**src/rtl/iau_pkg.sv**
```systemverilog
`default_nettype none
package iau_pkg;

    localparam int DW = 32;
    localparam int WW = 2 * DW;
    localparam int SW = $clog2(DW);
    localparam int CORNERS = 4;

    typedef logic signed [DW-1:0] t_word;
    typedef logic signed [WW-1:0] t_wide;
    typedef logic [DW-1:0]        t_mag;

    typedef enum logic [2:0] {
        FN_ADD,
        FN_SUB,
        FN_MUL,
        FN_DIV,
        FN_REM,
        FN_SHL,
        FN_LSHR,
        FN_ASHR
    } t_func;

    localparam t_word WORD_MAX = {1'b0, {(DW-1){1'b1}}};
    localparam t_word WORD_MIN = {1'b1, {(DW-1){1'b0}}};

    typedef struct packed {
        t_func func;
        t_word a_lo;
        t_word a_hi;
        logic  a_top;
        t_word b_lo;
        t_word b_hi;
        logic  b_top;
    } t_operands;

    typedef struct packed {
        t_func                      func;
        logic                       top;
        logic                       bad;
        logic                       bounds;
        t_wide [CORNERS-1:0]        c;
        logic  [CORNERS-1:0]        q_neg;
        logic  [CORNERS-1:0]        r_neg;
    } t_side;

    typedef struct packed {
        t_mag [CORNERS-1:0] dvd;
        t_mag [CORNERS-1:0] dvsr;
    } t_div_in;

    typedef struct packed {
        t_word r_lo;
        t_word r_hi;
        logic  r_top;
        logic  bad_operand;
        logic  saturated;
    } t_result;

endpackage
`default_nettype wire

```
**src/rtl/iau_div.sv**
```systemverilog
`default_nettype none
module iau_div (
    input  wire            i_clk,
    input  wire            i_en,
    input  iau_pkg::t_mag  i_dvd,
    input  iau_pkg::t_mag  i_dvsr,
    output iau_pkg::t_mag  o_quo,
    output iau_pkg::t_mag  o_rem
);
    import iau_pkg::*;

    t_mag        r_p [0:DW];
    t_mag        r_q [0:DW];
    t_mag        r_d [0:DW-1];
    t_mag        n_p [1:DW];
    t_mag        n_q [1:DW];
    logic [DW:0] t_acc [1:DW];

    always_comb begin
        for (int k = 1; k <= DW; k++) begin
            t_acc[k] = {r_p[k-1], r_q[k-1][DW-1]};
            if (t_acc[k] >= {1'b0, r_d[k-1]}) begin
                n_p[k] = t_mag'(t_acc[k] - {1'b0, r_d[k-1]});
                n_q[k] = {r_q[k-1][DW-2:0], 1'b1};
            end else begin
                n_p[k] = t_acc[k][DW-1:0];
                n_q[k] = {r_q[k-1][DW-2:0], 1'b0};
            end
        end
    end

    always_ff @(posedge i_clk) begin
        if (i_en) begin
            r_p[0] <= '0;
            r_q[0] <= i_dvd;
            r_d[0] <= i_dvsr;
            for (int k = 1; k <= DW; k++) begin
                r_p[k] <= n_p[k];
                r_q[k] <= n_q[k];
            end
            for (int k = 1; k < DW; k++) begin
                r_d[k] <= r_d[k-1];
            end
        end
    end

    assign o_quo = r_q[DW];
    assign o_rem = r_p[DW];

endmodule
`default_nettype wire

```
**config.mk**
```make
export PLATFORM = sky130hd
export DESIGN_NAME = iau_div
export DESIGN_NICKNAME = d
export VERILOG_FILES = /design/src/rtl/iau_pkg.sv /design/src/rtl/iau_div.sv
export SDC_FILE = /design/constraint.sdc
export NUM_CORES = 2
export LEC_CHECK = 0
export ABC_CLOCK_PERIOD_IN_PS = 4600
export BUFFER_PORTS_ARGS = -buffer_cell sky130_fd_sc_hd__buf_2
export CAP_MARGIN = 25
export CORE_UTILIZATION = 52
export DETAILED_ROUTE_END_ITERATION = 10
export PLACE_DENSITY = 0.8
export SLEW_MARGIN = 25
export SYNTH_ARGS = -nofsm -noshare
export SYNTH_HDL_FRONTEND = slang
export SYNTH_SLANG_ARGS = --single-unit
```
**constraint.sdc**
```tcl
create_clock -name i_clk -period 4.6 [get_ports i_clk]
set_input_delay 0.23 -clock i_clk [delete_from_list [all_inputs] [get_ports i_clk]]
set_output_delay 0.23 -clock i_clk [all_outputs]
set_load 0.01 [all_outputs]
```
After elaboration in Yosys (flattened, before gate mapping)
Memory sizes are Yosys's and may differ from the RTL's.
Index checks and enable logic that the tools add are counted.

word-level totals
  memories kept = 3
  logic and storage cells = 133
  input bits = 66
  output and inout port bits = 64
  RAM bits = 3,136
  register bits = 0

memory list
  memory  words  bits a word  read ports  clocked after Yosys merged registers in  write ports  line           RTL
  r_p     33     32           33          0                                        33           iau_div.sv:12  t_mag r_p [0:DW];
  r_q     33     32           33          0                                        33           iau_div.sv:13  t_mag r_q [0:DW];
  r_d     32     32           32          0                                        32           iau_div.sv:14  t_mag r_d [0:DW-1];

cells by class
  magnitude comparators = 32
  muxes and demuxes = 66
  $add $sub $neg = 32

operators by type and width
  operator        number
  $ge 33x32->1    32
  $mux 32         32
  $sub 32x32->32  32
  $mux 1          34

Longest topological paths before layout
  word-level depth = 2
  gate-level depth with buffers = 16
  gate-level depth less buffers = 14

Worst setup path before layout
Ideal clock, no wire load.

  path kind = register -> register
  start = memory r_d[3][65] (netlist bit)
  end = memory r_p[0][504] (netlist bit), data pin
  path buffers = 1
  library setup time = 0.260 ns
  setup slack = 1.181 ns
  arrival time = 3.159 ns
  data required time = 4.340 ns
  stages on the path, launching flop included = 15
  period minus slack after synthesis = 3.419 ns
  cell sequence = edfxtp_1 inv_1 ha_1 nor2b_1 o21ai_0 a21boi_1 o311ai_2 a211oi_1 nor3_2 nor2_1 a31o_1 a2111oi_0 o21bai_2 buf_4 mux2_2

RTL lines
  element      line
  from (decl)  iau_div.sv:14
  to (decl)    iau_div.sv:12

==> impl_summary.md <==
Clock network
After clock tree synthesis, the clock-pin slew on the worst setup and hold paths is approximately 60 ps. The H-tree was split into 5 levels. The master cell of the clock root buffer is sky130_fd_sc_hd__clkbuf_16. Counting every sink on the clock net gives approximately 3100.

The clock passes through at most 4 buffers. For the worst-skew pair, the clock arrives at the later sink with an insertion delay of just over 900 ps. The number of CTS-inserted buffers is 329. TritonCTS built the clock tree.

Timing
Setup repair after global routing left no endpoint under its margin. The total of endpoints with negative setup slack in the final report is 0. The pin slew with the least headroom to its limit is 1010 ps.

Measured against its own limit, the worst slew margin works out to 32.4%. The clock arrives with ~74 ps of skew. The time the worst path needs with I/O delays and setup is between 4000 and 5000 ps.

The total negative slack for setup checks is 0 ps. The worst path uses between 90% and 100% of the clock period. The hold violation total from the final report is 0. The smallest hold slack is between 80 and 90 ps. The maximum clock frequency is about 240 MHz. The max-slew violation count is 0.

Worst setup path
STA puts the critical path data required time at about 5200 ps. The arrival time at the worst endpoint is between 4000 and 5000 ps. The worst reg-to-reg setup slack is about 440 ps. The reg-to-reg critical path startpoint is r_d[3][65]$_DFFE_PP_.

Along the worst path, the maximum fanout reaches 25. The end of the worst register-to-register path is r_p[0][485]$_DFFE_PP_. STA classifies the critical path endpoint as a flop. The critical path class is flop to flop.

Counting cells, the worst reg-to-reg path comes to 14. The nature of the critical path startpoint is a flop.

Power
The total power per unit cell area is ~700 mW/mm^2. IR analysis of the VDD net gives a maximum drop of between 0.4 and 0.5 mV. The completed layout was analyzed and its total power is ~120000 uW. In this run the static leakage power is between 0.07 and 0.08 uW.

Placement
The HPWL after detailed placement is roughly 240000 um. The weighted congestion reported at the end of routability-driven placement is slightly below 1. Input and output buffers added on the ports amount to approximately 130. Once placement completed, the tool counted placed cells totaling between 15000 and 20000.

Global routing
The global routing usage summed across all routing layers is roughly a fifth. The initial antenna violation count came to 3. The total overflow left after global routing is 0. Entering global routing, the biggest net connects between 200 and 250 pins. The number of global-route vias before repair is 95300. The first global-routing pass estimated a little over 500000 um of wire.

Floorplan
The floorplan step defined a die boundary enclosing 0.304 sq mm. The starting density of the core is a little over half. During I/O placement, the number of pins put on the boundary was 130. The chip width is ~550 um. The core region area is 0.300 sq mm.

The floorplan die height is around 550 um. The site row count is roughly 200.

Synth
Yosys mapped a number of flops with a built-in enable equal to a little over 3000. The share of flip-flops with an asynchronous set or reset after synthesis is 0%. Yosys instantiated no cell more often than sky130_fd_sc_hd__edfxtp_1. The most used flip-flop cell after synthesis is sky130_fd_sc_hd__edfxtp_1. The warning count from the yosys run is 0.

Summed over its instances, the top area cell type makes up 59.4% of the synthesized netlist area. Ranked by instance count, the synthesized netlist is headed by sky130_fd_sc_hd__edfxtp_1 (3104), sky130_fd_sc_hd__inv_1 (1259), sky130_fd_sc_hd__ha_1 (994), sky130_fd_sc_hd__a21oi_1 (981), sky130_fd_sc_hd__nand2_1 (777). The average instance area after synthesis is 12.3 sq um. In the post-synthesis netlist, the biggest area contributors are sky130_fd_sc_hd__edfxtp_1 (59%), sky130_fd_sc_hd__ha_1 (7.9%), sky130_fd_sc_hd__a21oi_1 (3.1%). The net count of the mapped netlist is around 14000.

Sequential cells were found to cover between 50 and 60% of the synthesized design area. The synthesized instance count is approximately 13000. The largest area contributor in the netlist is sky130_fd_sc_hd__edfxtp_1. The synthesized netlist occupies a cell area of about 0.16 sq mm. Counting flops and latches in the post-synthesis netlist gives 3104. The count of distinct cell types in the synthesized netlist is 103.

Detailed routing
The routed layout has between 90000 and 100k vias. The number of search-and-repair iterations in the first detailed-routing pass is 6. In the final routed layout, each cell accounts on average for around 19 um. The remaining antenna violation count is 0. After the first detailed-routing iteration, the DRC count stood at about 9000. The total wire length is about 330000 um. The DRC violation count after routing is 0. The via-per-instance ratio is roughly 5.7.

Hold path
The startpoint of the worst hold path is i_dvd[7]. The class of the worst hold path is input pin to flop. The endpoint of the worst hold-timing path is r_q[0][7]$_DFFE_PP_. The cell depth of the worst hold path is 2.

Finish
Of the cells placed in the final design, the portion with a size suffix greater than 1 is under 10%. The number of non-filler instances in the completed layout is roughly 17000. From synthesis to final layout, the design area changed by 11.5%.

The final layout contains between 10000 and 15000 nets.

Flow run
Max-cap violations in this run came to 0.

Outcome
The run finished with clean final reports.
[state kept, by name, indices dropped and copies added (netlist names)]
signal / cells
r_q: 1056
r_d: 1024
r_p: 1024
[worst max-delay path: stages (launching register included)]
cell and delay [ps]:
sky130_fd_sc_hd__edfxtp_1 430, sky130_fd_sc_hd__inv_1 80, sky130_fd_sc_hd__ha_1 230, sky130_fd_sc_hd__nor2b_1 130
sky130_fd_sc_hd__o21ai_0 230, sky130_fd_sc_hd__a21boi_1 190, sky130_fd_sc_hd__o311ai_2 320, sky130_fd_sc_hd__a211oi_1 210
sky130_fd_sc_hd__nor3_2 360, sky130_fd_sc_hd__nor2_1 120, sky130_fd_sc_hd__a31o_1 230, sky130_fd_sc_hd__a2111oi_0 370
sky130_fd_sc_hd__o21bai_2 330, sky130_fd_sc_hd__buf_12 270, sky130_fd_sc_hd__mux2_2 360
[layout make-up]
class / instances / area (sq um)
Antenna cell: 1 / 2.50
Tap cell: 3958 / 4950
Clock inverter: 212 / 2510
Inverter: 1260 / 4730
Clock buffer: 381 / 8470
Multi-Input combinational cell: 8048 / 57700
Sequential cell: 3104 / 93200
Fill cell: 23300 / 125000
Timing Repair Buffer: 398 / 3450
[cell usage in the layout, fill, tap and decap left out, types with 152 or more instances in the layout]
cell and instances:
sky130_fd_sc_hd__a21o_1 541, sky130_fd_sc_hd__a21oi_1 979, sky130_fd_sc_hd__clkbuf_16 331, sky130_fd_sc_hd__edfxtp_1 3104, sky130_fd_sc_hd__ha_1 994, sky130_fd_sc_hd__inv_1 1259, sky130_fd_sc_hd__mux2_2 378, sky130_fd_sc_hd__nand2_1 776
sky130_fd_sc_hd__nand3_1 193, sky130_fd_sc_hd__nand4_1 152, sky130_fd_sc_hd__nor2_1 662, sky130_fd_sc_hd__o21ai_0 754, sky130_fd_sc_hd__xnor2_1 509, sky130_fd_sc_hd__xor2_1 324
[worst max path at each step]
stage / start / slack, ps / to
after global routing: r_p[0][867]$_DFFE_PP_ / 180 / r_p[0][903]$_DFFE_PP_
after floorplan: r_d[3][65]$_DFFE_PP_ / 1180 / r_p[0][504]$_DFFE_PP_
final: r_d[3][65]$_DFFE_PP_ / 440 / r_p[0][485]$_DFFE_PP_
after detailed placement: r_p[0][705]$_DFFE_PP_ / 500 / r_p[0][766]$_DFFE_PP_
after CTS: r_d[2][1]$_DFFE_PP_ / 420 / r_p[0][318]$_DFFE_PP_
after global placement: r_p[0][705]$_DFFE_PP_ / 530 / r_p[0][766]$_DFFE_PP_
[timing repair]
| item | CTS | global route |
|---|---|---|
| buffers inserted | 0 | 0 |
| endpoints found under the hold margin | 90 | 0 |
| hold buffers | 123 | 0 |
| resized for setup | 0 | 0 |
[where the power goes]
group | switching (uW) | internal [uW] | total, uW
logic | 28400 | 22500 | 50900
clock network | 11200 | 15600 | 26800
registers | 4100 | 40400 | 44500
[metal layers]
| metal | up-vias | track usage (%) | part of all wire, % | routed length [um] |
|---|---|---|---|---|
| met5 | - | 0 | 0 | 0 |
| met4 | 0 | 9.60 | 4.7 | 15500 |
| met3 | 758 | 3.06 | 6.1 | 20100 |
| met2 | 3195 | 35.0 | 46 | 153000 |
| met1 | 46900 | 28.0 | 43 | 141000 |
| li1 | 47700 | - | - | - |
[kinds of logic after synthesis]
logic type,synth area share [%]
adder cells (fa/ha/maj),8.32
XOR/XNOR,4.65
buffers and inverters,4.00
AO/OA/AOI/OAI,12.7
flip-flops,59.4
multiplexers,3.01
AND/OR/NAND/NOR,7.93
[metrics by stage]
step / setup WS (ps) / utilization [%] / cell area (sq um)
3_5_place_dp: 498 / 54.2 / 163000
6_report: 437 / 58.3 / 175000
3_3_place_gp: 532 / 54.2 / 163000
4_1_cts: 418 / 58.3 / 175000
2_1_floorplan: 1180 / - / 157000
5_1_grt: 179 / 58.3 / 175000
(Power assumes the default switching activity.)
